===== src/hdl/hcys_pkg.sv =====
// Package for the homography centroid yaw servo: widths, register codes,
// reset values and the structs passed between the pipeline modules.
// Used by every other file of the block.
package hcys_pkg;

   // Field widths of the channels and registers.
   localparam int ID_W       = 17;
   localparam int TID_W      = 16;
   localparam int DIM_W      = 12;
   localparam int HOM_W      = 48;
   localparam int CX_W       = 12;
   localparam int GAIN_W     = 20;
   localparam int LIM_W      = 12;
   localparam int SRCH_W     = 13;
   localparam int OUT_W      = 16;
   localparam int CSR_ADDR_W = 3;
   localparam int CSR_DATA_W = 20;

   // Projection arithmetic widths.
   localparam int PROD_W  = HOM_W + DIM_W + 1;
   localparam int SUM_W   = PROD_W + 1;
   localparam int MAG_W   = SUM_W - 1;
   localparam int FRAC_W  = 8;
   localparam int QB      = 32;
   localparam int R_W     = MAG_W + FRAC_W;
   localparam int CMP_W   = MAG_W + QB;
   localparam int SAT_SH  = QB - FRAC_W;
   localparam int SATC_W  = MAG_W + SAT_SH;
   localparam int CQ_W    = QB + 2;
   localparam int CSUM_W  = CQ_W + 2;
   localparam int CENT_SH = 10;
   localparam int CQV_W   = CSUM_W - CENT_SH;
   localparam int ERR_W   = 18;
   localparam int P_W     = GAIN_W + 1 + ERR_W;
   localparam int RATE_SH = 12;
   localparam int RT_W    = P_W - RATE_SH;

   localparam int CORNERS   = 4;
   localparam int LANES     = 2 * CORNERS;
   localparam int NEAR_ZERO = 512;

   // Register reset values.
   localparam logic [TID_W-1:0]         TARGET_ID_RST = TID_W'(5);
   localparam logic [CX_W-1:0]          CENTER_X_RST  = CX_W'(320);
   localparam logic [GAIN_W-1:0]        GAIN_RST      = GAIN_W'(33554);
   localparam logic [LIM_W-1:0]         MIN_RATE_RST  = LIM_W'(410);
   localparam logic [LIM_W-1:0]         MAX_RATE_RST  = LIM_W'(1024);
   localparam logic signed [SRCH_W-1:0] SEARCH_RST    = SRCH_W'(1024);

   // Register indexes on the configuration channel.
   typedef enum logic [CSR_ADDR_W-1:0] {
      CFG_TARGET_ID   = 3'd0,
      CFG_CENTER_X    = 3'd1,
      CFG_RATE_GAIN   = 3'd2,
      CFG_MIN_RATE    = 3'd3,
      CFG_MAX_RATE    = 3'd4,
      CFG_SEARCH_RATE = 3'd5
   } cfg_idx_type;

   typedef struct packed {
      logic [TID_W-1:0]         target_id;
      logic [CX_W-1:0]          image_center_x;
      logic [GAIN_W-1:0]        rate_gain;
      logic [LIM_W-1:0]         min_rate;
      logic [LIM_W-1:0]         max_rate;
      logic signed [SRCH_W-1:0] search_rate;
   } cfg_type;

   typedef struct packed {
      logic signed [ID_W-1:0]  object_id;
      logic [DIM_W-1:0]        object_width;
      logic [DIM_W-1:0]        object_height;
      logic signed [HOM_W-1:0] hom_r0c0;
      logic signed [HOM_W-1:0] hom_r1c0;
      logic signed [HOM_W-1:0] hom_r2c0;
      logic signed [HOM_W-1:0] hom_r0c1;
      logic signed [HOM_W-1:0] hom_r1c1;
      logic signed [HOM_W-1:0] hom_r2c1;
      logic signed [HOM_W-1:0] hom_r0c2;
      logic signed [HOM_W-1:0] hom_r1c2;
      logic signed [HOM_W-1:0] hom_r2c2;
   } req_type;

   // One division lane: magnitudes, result sign and special-case flags.
   typedef struct packed {
      logic             neg;
      logic             zero;
      logic             sat;
      logic [MAG_W-1:0] a;
      logic [MAG_W-1:0] b;
   } div_lane_type;

   typedef struct packed {
      logic                          trk;
      div_lane_type [LANES-1:0]      lane;
   } div_in_type;

   // Running state of one lane inside the divider.
   typedef struct packed {
      logic             neg;
      logic             zero;
      logic             sat;
      logic [MAG_W-1:0] b;
      logic [R_W-1:0]   r;
      logic [QB-1:0]    q;
   } div_state_type;

   typedef struct packed {
      logic                        trk;
      logic [LANES-1:0][CQ_W-1:0]  coord;
   } div_out_type;

   typedef struct packed {
      logic signed [OUT_W-1:0] turn_rate;
      logic                    tracking;
      logic signed [OUT_W-1:0] centroid_x;
      logic signed [OUT_W-1:0] centroid_y;
   } rsp_type;

endpackage


===== src/hdl/hcys_regs.sv =====
// Configuration register file of the yaw servo.
// Depends on hcys_pkg for register codes, widths and reset values.
module hcys_regs (
   input  logic                            clock,
   input  logic                            reset,
   input  logic                            csr_valid,
   output logic                            csr_ready,
   input  logic [hcys_pkg::CSR_ADDR_W-1:0] csr_index,
   input  logic [hcys_pkg::CSR_DATA_W-1:0] csr_data,
   output hcys_pkg::cfg_type               cfg
);
   import hcys_pkg::*;

   cfg_type cfg_ff;
   cfg_type cfg_in;

   // Writes are always taken; unknown indexes are dropped.
   assign csr_ready = 1'b1;
   assign cfg       = cfg_ff;

   // Decode a write transaction into the addressed register.
   always_comb begin
      cfg_in = cfg_ff;
      if (csr_valid) begin
         case (cfg_idx_type'(csr_index))
            CFG_TARGET_ID:   cfg_in.target_id      = csr_data[TID_W-1:0];
            CFG_CENTER_X:    cfg_in.image_center_x = csr_data[CX_W-1:0];
            CFG_RATE_GAIN:   cfg_in.rate_gain      = csr_data[GAIN_W-1:0];
            CFG_MIN_RATE:    cfg_in.min_rate       = csr_data[LIM_W-1:0];
            CFG_MAX_RATE:    cfg_in.max_rate       = csr_data[LIM_W-1:0];
            CFG_SEARCH_RATE: cfg_in.search_rate    = $signed(csr_data[SRCH_W-1:0]);
            default:         cfg_in = cfg_ff;
         endcase
      end
   end

   always_ff @(posedge clock) begin
      if (reset) begin
         cfg_ff.target_id      <= TARGET_ID_RST;
         cfg_ff.image_center_x <= CENTER_X_RST;
         cfg_ff.rate_gain      <= GAIN_RST;
         cfg_ff.min_rate       <= MIN_RATE_RST;
         cfg_ff.max_rate       <= MAX_RATE_RST;
         cfg_ff.search_rate    <= SEARCH_RST;
      end else begin
         cfg_ff <= cfg_in;
      end
   end

endmodule


===== config.mk =====
export PLATFORM = sky130hd
export DESIGN_NAME = hcys_regs
export DESIGN_NICKNAME = d
export VERILOG_FILES = /design/src/hdl/hcys_pkg.sv /design/src/hdl/hcys_regs.sv
export SDC_FILE = /design/constraint.sdc
export NUM_CORES = 1
export LEC_CHECK = 0
export ABC_AREA = 0
export BUFFER_PORTS_ARGS = -buffer_cell sky130_fd_sc_hd__buf_2
export CAP_MARGIN = 20
export CORE_MARGIN = 10
export CORE_UTILIZATION = 45
export CTS_CLUSTER_DIAMETER = 150
export DETAILED_ROUTE_END_ITERATION = 10
export PLACE_DENSITY = 0.74
export SYNTH_ARGS = -nofsm -noshare
export SYNTH_HDL_FRONTEND = slang
export SYNTH_SLANG_ARGS = --single-unit

===== constraint.sdc =====
create_clock -name clock -period 1.7 [get_ports clock]
set_input_delay 0.17 -clock clock [delete_from_list [all_inputs] [get_ports clock]]
set_output_delay 0.17 -clock clock [all_outputs]
set_load 0.005 [all_outputs]

Word level (Yosys, flattened, before mapping)
Cells that the tools add are included.
{"block": "word_totals", "word_cells": 18, "output_inout_bits": 86, "reg_bits": 85}
{"block": "op_classes", "eq_ne": 5, "reduce_logical": 7}
{"operator": "AND reduction 2 bit", "n": 6}
{"operator": "== test 3 x 2 -> 1 bit (second input constant)", "n": 2}
{"operator": "== test 3 bit (second input constant)", "n": 2}
{"operator": "== test 3 x 1 -> 1 bit (second input constant)", "n": 1}
{"operator": "zero test 3 bit", "n": 1}

Depth between registers and ports, before layout
{"block": "depth", "ltp_word": 2, "depth_mapped": 6}

Least setup slack after synthesis
Ideal clock, no wire load.
{"block": "synth_timing", "kind": "input to register", "startpoint": "in csr_index[0] (netlist bit)", "endpoint": "reg cfg_ff, in the netlist cfg[74]", "arrival_ns": 1.191, "setup_time_ns": 0.124, "setup_slack_ns": 0.385, "stages": 5, "cell_sequence": "buf_4 -> or4b_4 -> buf_6 -> buf_12 -> mux2i_1"}
{"block": "synth_between", "elab_chain_len": 2}
{"item": "start, declared", "line_no": "hcys_regs.sv:8", "text": "input logic [hcys_pkg::CSR_ADDR_W-1:0] csr_index,"}
{"item": "zero test 3 bit", "line_no": "hcys_regs.sv:25", "text": "case (cfg_idx_type'(csr_index))"}
{"item": "AND reduction 2 bit (no source line)"}
{"item": "end signal, assigned", "line_no": "hcys_regs.sv:46", "text": "cfg_ff <= cfg_in;"}
{"item": "end, declared", "line_no": "hcys_regs.sv:14", "text": "cfg_type cfg_ff;"}
No other way between the ends.
A chain may end at the register's enable or synchronous reset.

Worst setup path after layout
{"block": "layout_timing", "startpoint": "reg cfg_ff, in the netlist cfg[62]", "endpoint": "out cfg[62] (netlist bit)"}
{"item": "end, declared", "line_no": "hcys_regs.sv:10", "text": "output hcys_pkg::cfg_type cfg"}
No word-level cell between the ends.

==> results <==
- The standby leakage power is 2.17 nW.
- The number of buffers and inverters on the critical path is 1.
- The number of buffer cells added on primary ports is 110.
- The die area is 0.0117 mm2.
- When the netlist entered floorplanning its net count stood at between 300 and 400.
- The number of CTS-inserted buffers is 9.
- Of all nets on the critical path, the largest fanout is 2.
- The worst setup path is of the reg2out kind.
- In the layout the commonest cells are sky130_fd_sc_hd__buf_2 (110), sky130_fd_sc_hd__nand2b_1 (89), sky130_fd_sc_hd__mux2i_1 (85), sky130_fd_sc_hd__dfxtp_1 (85), sky130_fd_sc_hd__nor2_1 (27).
- The number of distinct standard cells referenced by the synthesized netlist is 17.
- VDD sags by at most between 0.5 and 0.6 mV.
- The number of antenna violations at the first check in global routing is 0.
- The data arrival at the endpoint of the critical path is about 840 ps.
- Post-CTS repair changed the size of 0 cells.
- The register with the most flip-flops in the layout has between 80 and 90 of them.
- Buffers added to address setup during post-CTS repair amount to 0.
- The leading cell type in the layout, fill and taps excluded is sky130_fd_sc_hd__buf_2.
- The synthesis warning total is 0.
- The type of the worst min-delay path is in2reg.
- The largest stage delay on the critical path is ~360 ps.
- For this run, design rule violations remaining after detail routing come to 0.
- Dividing the detail-routed wire length by the instance count gives between 15 and 20 um.
- Dividing total power by cell area gives a power density of between 800 and 900 mW/mm2.
- The pre-antenna-repair detailed-routing pass consisted of 4 iterations.
- The cell family with the largest share of critical-path delay is flip-flops.
- By area the synthesized netlist is led by sky130_fd_sc_hd__dfxtp_1 (49%), sky130_fd_sc_hd__mux2i_1 (24%), sky130_fd_sc_hd__nand2b_1 (16%).
- The max-capacitance violation count is 0.
- After the last flow step, the layout net total stands at 456.
- The largest area contributor in the synthesized netlist is sky130_fd_sc_hd__dfxtp_1.
- Dividing the detail-routed via count by the number of cells gives around 4.7.
- The global-route wire length before repair is roughly 14000 um.
- After synthesis the netlist holds a flip-flop and latch count of 85.
- The placed instance area is slightly above 0.004 mm2.
- The cell depth of the worst flop-to-flop path is 2.
- Clock tree synthesis selected as its root buffer the cell sky130_fd_sc_hd__clkbuf_8.
- Once detail routing completed, the nets flagged for antenna violations numbered 0.
- The final design instance area without fill is between 0.004 and 0.005 mm2.
- The kind of start point of the critical path is a flop.
- Setup repair after global routing left no endpoint under its margin.
- The critical path capture point type is a primary output.
- The die is about 110 um tall.
- The final critical path takes up about three fifths of the cycle.
- The aggregate global-route resource usage is about 16%.
- The ratio of cells with drive above 1 in the final layout is 32.2%.
- The via count of the first global-routing pass is between 2000 and 3000.
- CTS saw 85 sinks.
- Along the worst hold path, the cell count comes to 3.
- The number of antenna diodes in the final layout is 0.
- The final number of setup-violating endpoints is 0.
- The insertion delay to the later sink of the worst-skew pair is 350 ps.
- The global-route congestion overflow total is 0.
- The synthesized cell area is ~0.0035 mm2.
- Hold repair after CTS inserted 0 buffers.
- The average instance in the mapped netlist occupies roughly 11 um2.
- Relative to the synthesized area, the layout overhead comes to 23.5%.
- Sequential cells were found to cover between 40 and 50% of the synthesized design area.
- The floorplan die width is between 100 and 150 um.
- The signal on the critical path passes through buf_2.
- During I/O placement, the number of pins put on the boundary was approximately 110.
- For this configuration, the core starts out at a cell density of 45.5%.
- The number of standard-cell rows in the floorplan is 32.
- The starting DRC count in detailed routing is 110.
- The hold violation total from the final report is 0.
- Static timing analysis puts the maximum clock frequency at roughly 990 MHz.
- The sum of negative setup slack is 0 ps.
- In this run the number of cells on the critical path is 1.
- The placeable core area is 0.00765 mm2.
- The routed layout has 2523 vias.
- The worst path in the final design needs a cycle of 1010 ps, including I/O delays and setup.
- The H-tree was split into 3 levels.
- The buffer levels on the longest clock path is 2.
- The fill cell total of the finished layout is 687.
- The synthesized instance count is ~320.
- The HPWL after detailed placement is around 6700 um.
- The slowest stage of the critical path is the sky130_fd_sc_hd__dfxtp_1 cell.
- The worst clock skew is 0 ps.
- The total detailed-routing wirelength is between 8000 and 9000 um.
- Entering global routing, the biggest net connects 32 pins.
- The share of synthesized area in the top cell type comes to 48.9%.
- The number of pins with negative max-slew slack in the final report was 0.
- The run finished with clean final reports.
- Clock-pin slew was measured on the worst setup and hold paths at 80 ps.
- TritonCTS built the clock tree.
- Routability-driven placement finished with a final weighted congestion of ~0.76.
- The required time reported for the critical path endpoint is roughly 1500 ps.
==> layer usage <==
| layer | share of wire, % | track usage [%] |
|---|---|---|
| met5 | 0 | 0 |
| met2 | 50 | 26.1 |
| met4 | 1.1 | 5.73 |
| met1 | 44 | 18.9 |
| met3 | 5.6 | 4.58 |
==> power breakdown <==
group          switching (mW)  internal (mW)  leakage, nW
combinational           0.163          0.152         1.38
clock                   0.689          0.716       0.0964
sequential             0.0232           2.03        0.689
total                   0.875           2.90         2.17
==> layout make-up <==
type	count	area, um2	share of cell area, %
Tap cell	102	128	2.97
Clock inverter	4	47.5	1.10
Multi-Input combinational cell	212	1640	38.1
Sequential cell	85	1700	39.5
Clock buffer	12	145	3.37
Timing Repair Buffer	122	641	14.9
==> final timing paths <==
check,from,slack (ps),to
max,cfg[62],690,cfg[62]
min,csr_data[17],70,cfg[54]
max reg2reg,cfg[17],1060,cfg[17]
min reg2reg,cfg[54],470,cfg[54]
==> Yosys cell counts, drive strengths merged <==
| cell type | n |
|---|---|
| clkbuf | 11 |
| buf | 16 |
| nor2 | 27 |
| nor4b | 1 |
| or4b | 1 |
| conb | 1 |
| dfxtp | 85 |
| mux2i | 85 |
| and4bb | 1 |
| nand4bb | 3 |
| nand4b | 2 |
| nor4bb | 1 |
| and4b | 1 |
| nand2b | 89 |
==> stage by stage <==
step                      hold slack, ps  util [%]  power [mW]  worst slack (ps)  cells
after floorplan                      325         -        2.29               385    324
after global placement               434      53.7        2.41               412    521
after detailed placement             438      53.7        2.42               384    521
after CTS                           64.9      56.3        3.82               670    537
after global routing                80.3      56.3        3.93               641    537
final                               74.8      56.3        3.78               688    537
==> cell families (layout without fill, tap and decap cells) <==
kind of cell,after synthesis,count (layout),share of synthesized area [%]
flip-flops,85,85,48.9
AND/OR/NAND/NOR,126,126,22.1
buffers and inverters,27,138,4.49
other,1,1,0.108
multiplexers,85,85,24.4
Note: power is estimated with default switching activity, not from simulation.
