==> config.mk <==
export PLATFORM = sky130hd
export DESIGN_NAME = hcys_rate
export DESIGN_NICKNAME = d
export VERILOG_FILES = /design/src/hdl/hcys_pkg.sv /design/src/hdl/hcys_rate.sv
export SDC_FILE = /design/constraint.sdc
export NUM_CORES = 2
export LEC_CHECK = 0
export ABC_CLOCK_PERIOD_IN_PS = 10090
export BUFFER_PORTS_ARGS = -buffer_cell sky130_fd_sc_hd__buf_2
export CAP_MARGIN = 40
export CELL_PAD_IN_SITES_DETAIL_PLACEMENT = 1
export CELL_PAD_IN_SITES_GLOBAL_PLACEMENT = 1
export CORE_MARGIN = 1
export CORE_UTILIZATION = 38
export DETAILED_ROUTE_END_ITERATION = 8
export PLACE_DENSITY = 0.69
export SLEW_MARGIN = 20
export SYNTH_ARGS = -nofsm -noshare
export SYNTH_HDL_FRONTEND = slang
export SYNTH_SLANG_ARGS = --single-unit
export TNS_END_PERCENT = 50
==> constraint.sdc <==
create_clock -name clock -period 10.09 [get_ports clock]
set_clock_uncertainty 0.15 [all_clocks]
set_input_delay 0.5045 -clock clock [delete_from_list [all_inputs] [get_ports clock]]
set_output_delay 0.5045 -clock clock [all_outputs]
set_load 0.01 [all_outputs]
==> src/hdl/hcys_pkg.sv <==
// Package for the homography centroid yaw servo: widths, register codes,
// reset values and the structs passed between the pipeline modules.
// Used by every other file of the block.
package hcys_pkg;

   // Field widths of the channels and registers.
   localparam int ID_W       = 17;
   localparam int TID_W      = 16;
   localparam int DIM_W      = 12;
   localparam int HOM_W      = 48;
   localparam int CX_W       = 12;
   localparam int GAIN_W     = 20;
   localparam int LIM_W      = 12;
   localparam int SRCH_W     = 13;
   localparam int OUT_W      = 16;
   localparam int CSR_ADDR_W = 3;
   localparam int CSR_DATA_W = 20;

   // Projection arithmetic widths.
   localparam int PROD_W  = HOM_W + DIM_W + 1;
   localparam int SUM_W   = PROD_W + 1;
   localparam int MAG_W   = SUM_W - 1;
   localparam int FRAC_W  = 8;
   localparam int QB      = 32;
   localparam int R_W     = MAG_W + FRAC_W;
   localparam int CMP_W   = MAG_W + QB;
   localparam int SAT_SH  = QB - FRAC_W;
   localparam int SATC_W  = MAG_W + SAT_SH;
   localparam int CQ_W    = QB + 2;
   localparam int CSUM_W  = CQ_W + 2;
   localparam int CENT_SH = 10;
   localparam int CQV_W   = CSUM_W - CENT_SH;
   localparam int ERR_W   = 18;
   localparam int P_W     = GAIN_W + 1 + ERR_W;
   localparam int RATE_SH = 12;
   localparam int RT_W    = P_W - RATE_SH;

   localparam int CORNERS   = 4;
   localparam int LANES     = 2 * CORNERS;
   localparam int NEAR_ZERO = 512;

   // Register reset values.
   localparam logic [TID_W-1:0]         TARGET_ID_RST = TID_W'(5);
   localparam logic [CX_W-1:0]          CENTER_X_RST  = CX_W'(320);
   localparam logic [GAIN_W-1:0]        GAIN_RST      = GAIN_W'(33554);
   localparam logic [LIM_W-1:0]         MIN_RATE_RST  = LIM_W'(410);
   localparam logic [LIM_W-1:0]         MAX_RATE_RST  = LIM_W'(1024);
   localparam logic signed [SRCH_W-1:0] SEARCH_RST    = SRCH_W'(1024);

   // Register indexes on the configuration channel.
   typedef enum logic [CSR_ADDR_W-1:0] {
      CFG_TARGET_ID   = 3'd0,
      CFG_CENTER_X    = 3'd1,
      CFG_RATE_GAIN   = 3'd2,
      CFG_MIN_RATE    = 3'd3,
      CFG_MAX_RATE    = 3'd4,
      CFG_SEARCH_RATE = 3'd5
   } cfg_idx_type;

   typedef struct packed {
      logic [TID_W-1:0]         target_id;
      logic [CX_W-1:0]          image_center_x;
      logic [GAIN_W-1:0]        rate_gain;
      logic [LIM_W-1:0]         min_rate;
      logic [LIM_W-1:0]         max_rate;
      logic signed [SRCH_W-1:0] search_rate;
   } cfg_type;

   typedef struct packed {
      logic signed [ID_W-1:0]  object_id;
      logic [DIM_W-1:0]        object_width;
      logic [DIM_W-1:0]        object_height;
      logic signed [HOM_W-1:0] hom_r0c0;
      logic signed [HOM_W-1:0] hom_r1c0;
      logic signed [HOM_W-1:0] hom_r2c0;
      logic signed [HOM_W-1:0] hom_r0c1;
      logic signed [HOM_W-1:0] hom_r1c1;
      logic signed [HOM_W-1:0] hom_r2c1;
      logic signed [HOM_W-1:0] hom_r0c2;
      logic signed [HOM_W-1:0] hom_r1c2;
      logic signed [HOM_W-1:0] hom_r2c2;
   } req_type;

   // One division lane: magnitudes, result sign and special-case flags.
   typedef struct packed {
      logic             neg;
      logic             zero;
      logic             sat;
      logic [MAG_W-1:0] a;
      logic [MAG_W-1:0] b;
   } div_lane_type;

   typedef struct packed {
      logic                          trk;
      div_lane_type [LANES-1:0]      lane;
   } div_in_type;

   // Running state of one lane inside the divider.
   typedef struct packed {
      logic             neg;
      logic             zero;
      logic             sat;
      logic [MAG_W-1:0] b;
      logic [R_W-1:0]   r;
      logic [QB-1:0]    q;
   } div_state_type;

   typedef struct packed {
      logic                        trk;
      logic [LANES-1:0][CQ_W-1:0]  coord;
   } div_out_type;

   typedef struct packed {
      logic signed [OUT_W-1:0] turn_rate;
      logic                    tracking;
      logic signed [OUT_W-1:0] centroid_x;
      logic signed [OUT_W-1:0] centroid_y;
   } rsp_type;

endpackage

==> src/hdl/hcys_rate.sv <==
// Back of the pipeline: corner sum, centroid, proportional rate, deadband
// and clamp, with the search-rate choice in the output register.
// Depends on hcys_pkg.
module hcys_rate (
   input  logic                  clock,
   input  logic                  reset,
   input  logic                  in_vld,
   output logic                  in_rdy,
   input  hcys_pkg::div_out_type in_data,
   input  hcys_pkg::cfg_type     cfg,
   output logic                  out_vld,
   input  logic                  out_rdy,
   output hcys_pkg::rsp_type     out_data
);
   import hcys_pkg::*;

   localparam logic signed [CSUM_W-1:0] CENT_RND = CSUM_W'((1 << CENT_SH) - 1);
   localparam logic signed [P_W-1:0]    RATE_RND = P_W'((1 << RATE_SH) - 1);
   localparam logic signed [CQV_W-1:0]  C_MAX    = CQV_W'(32767);
   localparam logic signed [CQV_W-1:0]  C_MIN    = -CQV_W'(32768);

   logic vld1_ff, vld2_ff, vld3_ff, vld4_ff;
   logic en1, en2, en3, en4;

   logic                     trk1_ff, trk2_ff, trk3_ff;
   logic signed [CSUM_W-1:0] sx1_ff, sy1_ff, sx_in, sy_in;
   logic signed [OUT_W-1:0]  cx2_ff, cy2_ff, cx_in, cy_in;
   logic signed [OUT_W-1:0]  cx3_ff, cy3_ff;
   logic signed [P_W-1:0]    p3_ff, p_in;
   logic signed [ERR_W-1:0]  err;
   rsp_type                  out4_ff, out4_in;

   assign en4    = !vld4_ff || out_rdy;
   assign en3    = !vld3_ff || en4;
   assign en2    = !vld2_ff || en3;
   assign en1    = !vld1_ff || en2;
   assign in_rdy = en1;

   assign out_vld  = vld4_ff;
   assign out_data = out4_ff;

   // Stage 1: sum the four corners in Q.8.
   always_comb begin
      sx_in = '0;
      sy_in = '0;
      for (int c = 0; c < CORNERS; c++) begin
         sx_in = sx_in + CSUM_W'($signed(in_data.coord[c]));
         sy_in = sy_in + CSUM_W'($signed(in_data.coord[CORNERS+c]));
      end
   end

   // Stage 2: divide by four corners and 256, toward zero, then saturate.
   always_comb begin
      logic signed [CSUM_W-1:0] ax, ay;
      logic signed [CQV_W-1:0]  qx, qy;
      ax = sx1_ff + (sx1_ff[CSUM_W-1] ? CENT_RND : '0);
      ay = sy1_ff + (sy1_ff[CSUM_W-1] ? CENT_RND : '0);
      qx = ax[CSUM_W-1:CENT_SH];
      qy = ay[CSUM_W-1:CENT_SH];
      if (qx > C_MAX)      cx_in = C_MAX[OUT_W-1:0];
      else if (qx < C_MIN) cx_in = C_MIN[OUT_W-1:0];
      else                 cx_in = qx[OUT_W-1:0];
      if (qy > C_MAX)      cy_in = C_MAX[OUT_W-1:0];
      else if (qy < C_MIN) cy_in = C_MIN[OUT_W-1:0];
      else                 cy_in = qy[OUT_W-1:0];
   end

   // Stage 3: gain times horizontal error, Q.24.
   always_comb begin
      err  = $signed(ERR_W'(cfg.image_center_x)) - ERR_W'(cx2_ff);
      p_in = $signed({1'b0, cfg.rate_gain}) * err;
   end

   // Stage 4: scale to Q3.12, deadband, clamp, or the search rate.
   always_comb begin
      logic signed [P_W-1:0]  pa;
      logic signed [RT_W-1:0] r, mx;
      logic [RT_W-1:0]        mag;
      pa  = p3_ff + (p3_ff[P_W-1] ? RATE_RND : '0);
      r   = pa[P_W-1:RATE_SH];
      mag = r[RT_W-1] ? RT_W'(-r) : RT_W'(r);
      mx  = $signed(RT_W'(cfg.max_rate));
      if (mag < RT_W'(cfg.min_rate)) begin
         r = '0;
      end else if (r > mx) begin
         r = mx;
      end else if (r < -mx) begin
         r = -mx;
      end
      if (trk3_ff) begin
         out4_in.turn_rate  = r[OUT_W-1:0];
         out4_in.tracking   = 1'b1;
         out4_in.centroid_x = cx3_ff;
         out4_in.centroid_y = cy3_ff;
      end else begin
         out4_in.turn_rate  = OUT_W'(cfg.search_rate);
         out4_in.tracking   = 1'b0;
         out4_in.centroid_x = '0;
         out4_in.centroid_y = '0;
      end
   end

   always_ff @(posedge clock) begin
      if (reset) begin
         vld1_ff <= 1'b0;
         vld2_ff <= 1'b0;
         vld3_ff <= 1'b0;
         vld4_ff <= 1'b0;
      end else begin
         if (en1) vld1_ff <= in_vld;
         if (en2) vld2_ff <= vld1_ff;
         if (en3) vld3_ff <= vld2_ff;
         if (en4) vld4_ff <= vld3_ff;
      end
   end

   always_ff @(posedge clock) begin
      if (en1) begin
         trk1_ff <= in_data.trk;
         sx1_ff  <= sx_in;
         sy1_ff  <= sy_in;
      end
      if (en2) begin
         trk2_ff <= trk1_ff;
         cx2_ff  <= cx_in;
         cy2_ff  <= cy_in;
      end
      if (en3) begin
         trk3_ff <= trk2_ff;
         cx3_ff  <= cx2_ff;
         cy3_ff  <= cy2_ff;
         p3_ff   <= p_in;
      end
      if (en4) begin
         out4_ff <= out4_in;
      end
   end

   // An untracked result carries no centroid.
   a_no_cent: assert property (@(posedge clock) disable iff (reset)
      vld4_ff && !out4_ff.tracking |->
         out4_ff.centroid_x == '0 && out4_ff.centroid_y == '0)
      else $error("centroid set on a search result");

   // A tracked rate never exceeds the clamp limit.
   a_clamp: assert property (@(posedge clock) disable iff (reset)
      vld4_ff && out4_ff.tracking |->
         $signed(out4_ff.turn_rate) <= $signed({4'b0, cfg.max_rate}) &&
         $signed(out4_ff.turn_rate) >= -$signed({4'b0, cfg.max_rate}))
      else $error("turn rate beyond clamp limit");

   // A nonzero tracked rate passed the deadband or sits on the clamp.
   a_dead: assert property (@(posedge clock) disable iff (reset)
      vld4_ff && out4_ff.tracking && out4_ff.turn_rate != '0 |->
         ($signed(out4_ff.turn_rate) >= $signed({4'b0, cfg.min_rate})) ||
         (-$signed(out4_ff.turn_rate) >= $signed({4'b0, cfg.min_rate})) ||
         ($signed(out4_ff.turn_rate) == $signed({4'b0, cfg.max_rate})) ||
         (-$signed(out4_ff.turn_rate) == $signed({4'b0, cfg.max_rate})))
      else $error("nonzero rate inside the deadband");

endmodule

# [Yosys cells after proc, flatten, opt, wreduce, memory -nomap -nowiden]
# Cells that the tools add are included.
[word_totals] in_bits=362 wordCells=56 reg_bits=231 output_inout_bits=51
[op_classes] n_reduce_logical=8 n_addsub=12 multipliers=1 magnitude_cmp=7 muxes=10
[ops] cell="$mux 16" count=5
[ops] cell="$add 35x34->36" count=2
[ops] cell="$add 36x10->36" count=2
[ops] cell="$add 36x34->36" count=2
[ops] cell="$add 34x34->35" count=2
[ops] cell="$gt 26x16->1 const B" count=2
[ops] cell="$lt 26x16->1 const B" count=2
[ops] cell="$mux 49" count=1
[ops] cell="$add 39x12->39" count=1
[ops] cell="$mul 21x17->38" count=1
[ops] cell="$gt 27x13->1" count=1
[ops] cell="$lt 27x12->1" count=1
[ops] cell="$lt 27x27->1" count=1
[ops] cell="$mux 27" count=1
[ops] cell="$neg 12->27" count=1
[ops] cell="$neg 27->27" count=1
[ops] cell="$mux 10" count=2
[ops] cell="$sub 13x16->17" count=1
[ops] cell="$mux 12" count=1
[ops] cell="$logic_not 1->1" count=4
[ops] cell="$logic_or 1x1->1" count=4

# [Longest topological paths before layout]
[logic_depth] word_depth=7 ltp_mapped=38 ltp_nobuf=37

# [Worst setup path before layout]
# OpenSTA, ideal clock, no wires.
[synth_path] path_type="in2reg" start="input port cfg[57] (netlist name)" end="register p3_ff[37] (data pin)" cell_stages=36 n_path_buf=1 t_required_ps=9773 setup_time_ps=167 arrival_ps=8690 path_slack_ps=1083 cell_sequence="inv_1 ha_1 fa_1 nor2b_1 o21ai_0 a21boi_0 o21ai_0 a21boi_0 o21ai_0 a21boi_0 o31a_1 o31a_1 xnor2_1 clkbuf_1 and2_1 fa_1 inv_1 fa_1 fa_1 inv_1 fa_1 inv_1 fa_1 fa_1 inv_1 ha_1 a21o_1 a21o_1 a21oi_1 nor3b_1 a31oi_1 a211oi_1 o31ai_1 or4_1 and3_1 a211oi_1"
[synth_between] elab_chain_cells=2
[synth_lines] item="start: declaration" line_no="hcys_rate.sv:10" source="input hcys_pkg::cfg_type cfg,"
[synth_lines] item="$sub 13x16->17" line_no="hcys_rate.sv:70" source="err = $signed(ERR_W'(cfg.image_center_x)) - ERR_W'(cx2_ff);"
[synth_lines] item="$mul 21x17->38" line_no="hcys_rate.sv:71" source="p_in = $signed({1'b0, cfg.rate_gain}) * err;"
[synth_lines] item="named net p_in[37]" line_no="hcys_rate.sv:29" source="logic signed [P_W-1:0] p3_ff, p_in;"
[synth_lines] item="end signal: assignment" line_no="hcys_rate.sv:132" source="p3_ff <= p_in;"
[synth_lines] item="end: declaration" line_no="hcys_rate.sv:29"
# The timed path passes the listed nets, and every way through them passes these cells.
# A chain may end at the register's enable or synchronous reset.

# [Worst setup path after layout]
[layout_path] start="register cx2_ff[0]" end="register p3_ff[37] (data pin)"
[layout_between] elab_chain_cells=2
[layout_lines] item="start: declaration" line_no="hcys_rate.sv:27" source="logic signed [OUT_W-1:0] cx2_ff, cy2_ff, cx_in, cy_in;"
[layout_lines] item="start signal: assignment" line_no="hcys_rate.sv:125" source="cx2_ff <= cx_in;"
[layout_lines] item="$sub 13x16->17" line_no="hcys_rate.sv:70"
[layout_lines] item="$mul 21x17->38" line_no="hcys_rate.sv:71"
[layout_lines] item="named net p_in[37]" line_no="hcys_rate.sv:29"
# The timed path passes the listed nets, and every way through them passes these cells.

==> metrics <==
status completed; HPWL after DPL 73220 um; hold_sp cfg[7]; RSZ-0062 raised after global routing false; CTS tree done; Critical Path Start Type flop; worst slew pin tran 1049 ps; final hold violation count 0; root buf cell clkbuf_16; Max Root-Sink Buffers 3; Layout area overhead 13.79%; Routed Antenna Nets 0; highest clock rate 0.1066 GHz; EDFF count, synth between 200 and 250; most frequent cells in the layout inv_1 (451), fa_1 (408), buf_2 (398); global-route wire length before repair 143800 um; gate count after technology mapping around 3300; Fillers 9627; GR Util All Layers around a fifth; syn_area_per_cell roughly 9.6 um^2; Wirelength per Cell about 19 um; CP Data Required Time 10340 ps; # setup viols final 0; Slew Viols, Final 0; Final Instance Area 0.03598 mm^2; die area 0.08436 mm^2; fin crit period roughly 9400 ps; CTS clock-pin slew for the worst setup and hold paths roughly 60 ps; H-tree Lvls 1; Max Cap Viol 0; commonest non-fill, non-tap cell in the layout inv_1; Setup Total Neg Slack 0 ps; WP data arrival approximately 9600 ps; die height 290.4 um; Avg Vias per Cell 5.328; initial antenna violation count 12; register area share after synthesis 21.72%; worst hold endpoint out_data[40]$_DFFE_PP_; internal reg-to-reg setup slack 710 ps; CP most frequent cell fa_1; die width 290.4 um; Final period util 92.94%; Register-to-Register Path Depth 34; synth unique cells 83; Residual DRC 0; detailed router's first-iteration violation count between 1000 and 1500; critical path class reg -> reg; ys async rst share 0%; Yosys reg bits 230; Pre-antenna DRT Iters 5; RR Startpoint cx2_ff[0]$_SDFFCE_PN1P_; Sink Count 230; area of the core between 0.08 and 0.09 mm^2; Row Count 105; share of cells above drive strength 1 15.88%; largest net degree at the start of global routing 62; yosys synthesis warning count 0; Port Buffer Count 396; vias in the first global route 27400; drt total wl 89520 um; Hold WC Path Type in -> reg; Area after DPL roughly 0.035 mm^2; Boundary Pins 413; CP peak stage delay 550 ps; Congestion Overflow GR 0; layout net count around 4700; Routability Congestion 0.8310; Worst slew margin 29.54%; Via Count around 25000; reg2reg end p3_ff[37]$_DFFE_PP_; Mapped Area around 0.032 mm^2; Top FF cell, synth edfxtp_1; worst-path fanout max 7; WHS Path Cells 2; Starting Density 38.44%; clk_lat worst skew approximately 570 ps; Critical Path Sink Type flop; Critical-path top delay cell fa_1; CTS Buf Count 28; syn_nets roughly 4400
## worst max-delay path by stage
stage | from | endpoint | slack (ps) | depth (start not counted)
2_1_floorplan | cfg[57] | p3_ff[37]$_DFFE_PP_ | 1080 | 36
3_3_place_gp | cfg[57] | p3_ff[37]$_DFFE_PP_ | 240 | 36
3_5_place_dp | cfg[57] | p3_ff[37]$_DFFE_PP_ | 140 | 36
4_1_cts | cx2_ff[1]$_SDFFCE_PN1P_ | p3_ff[37]$_DFFE_PP_ | 240 | 36
5_1_grt | cx2_ff[0]$_SDFFCE_PN1P_ | p3_ff[37]$_DFFE_PP_ | 40 | 34
6_report | cx2_ff[0]$_SDFFCE_PN1P_ | p3_ff[37]$_DFFE_PP_ | 710 | 34
## cell usage after synthesis (22+ instances only)
cell	count	area share [%]
o21ai_0	121	1.9
and2_1	107	2.1
nor4_1	33	0.65
xnor2_1	119	3.3
fa_1	408	26
clkbuf_1	139	1.7
a31oi_1	51	1.0
a21oi_1	128	2.0
and3_1	43	0.85
ha_1	296	12
edfxtp_1	226	21
o311ai_0	22	0.61
nand2b_1	30	0.59
a21o_1	54	1.3
nor2_1	151	1.8
o21a_1	22	0.52
nand4_1	58	1.1
nand3_1	67	1.1
nor3_1	59	0.93
nor2b_1	47	0.93
inv_1	452	5.4
xor2_1	52	1.4
nand2_1	321	3.8
## state kept, by name, summed over array words and instances (netlist names), 16 cells and up
| name | cells |
|---|---|
| cx2_ff | 16 |
| cx3_ff | 16 |
| out_data | 49 |
| p3_ff | 38 |
| cy3_ff | 16 |
| sx1_ff | 36 |
| sy1_ff | 36 |
| cy2_ff | 16 |
## cell families (layout without fill, tap and decap cells)
logic type | Yosys count | after routing | synth area share, %
flip-flops | 230 | 230 | 21.72
XOR/XNOR | 171 | 171 | 4.737
multiplexers | 11 | 11 | 0.3680
AND/OR/NAND/NOR | 988 | 988 | 15.64
other | 0 | 3 | 0
adder cells (fa/ha/maj) | 704 | 704 | 37.55
AO/OA/AOI/OAI | 592 | 593 | 12.69
buffers and inverters | 611 | 980 | 7.297
## metrics by stage
stage	instances	setup WS [ps]	hold slack (ps)	util (%)
after floorplan	3307	1083	250.3	-
after global placement	4681	241.8	250.5	42.37
after detailed placement	4685	142.5	255.7	42.44
after CTS	4737	244.9	52.09	43.59
after global routing	4748	37.45	53.46	43.74
final	4750	712.6	78.50	43.74
## layer usage
| layer | vias up | share of wire, % | track usage, % |
|---|---|---|---|
| li1 | 11970 | - | - |
| met1 | 12730 | 41 | 25.71 |
| met2 | 465 | 52 | 39.43 |
| met3 | 130 | 4.3 | 3.166 |
| met4 | 18 | 2.0 | 4.207 |
| met5 | - | 0.13 | 0 |
## worst max-delay path, delay by kind of cell, from the launching register on
kind / cells / cell delay (ps)
buffers and inverters: 5 / 470
adders and majority gates: 9 / 4070
and+or+nand+nor: 5 / 1010
xor gates and xnor gates: 1 / 210
AOI/OAI and AO/OA: 14 / 2900
DFF: 1 / 390
## what timing repair did
item                                   in CTS  in global routing
buffers inserted                            0                  8
setup endpoints to repair                   0                  8
resized for setup                           0                 12
hold buffers                                3                  0
endpoints found under the hold margin       4                  0
## layout make-up
type / count / area, um^2 / area share (%)
Multi-Input combinational cell: 2467 / 22520 / 62.60
Sequential cell: 230 / 6867 / 19.09
Timing Repair Buffer: 474 / 2613 / 7.262
Inverter: 457 / 1715 / 4.768
Tap cell: 1070 / 1339 / 3.721
Clock buffer: 31 / 711.9 / 1.979
Clock inverter: 18 / 203.9 / 0.5669
Antenna cell: 3 / 7.507 / 0.02087
Power is left out: the tool's default activity adds up to more than one toggle a clock period on the data nets, which glitch-free logic cannot reach.
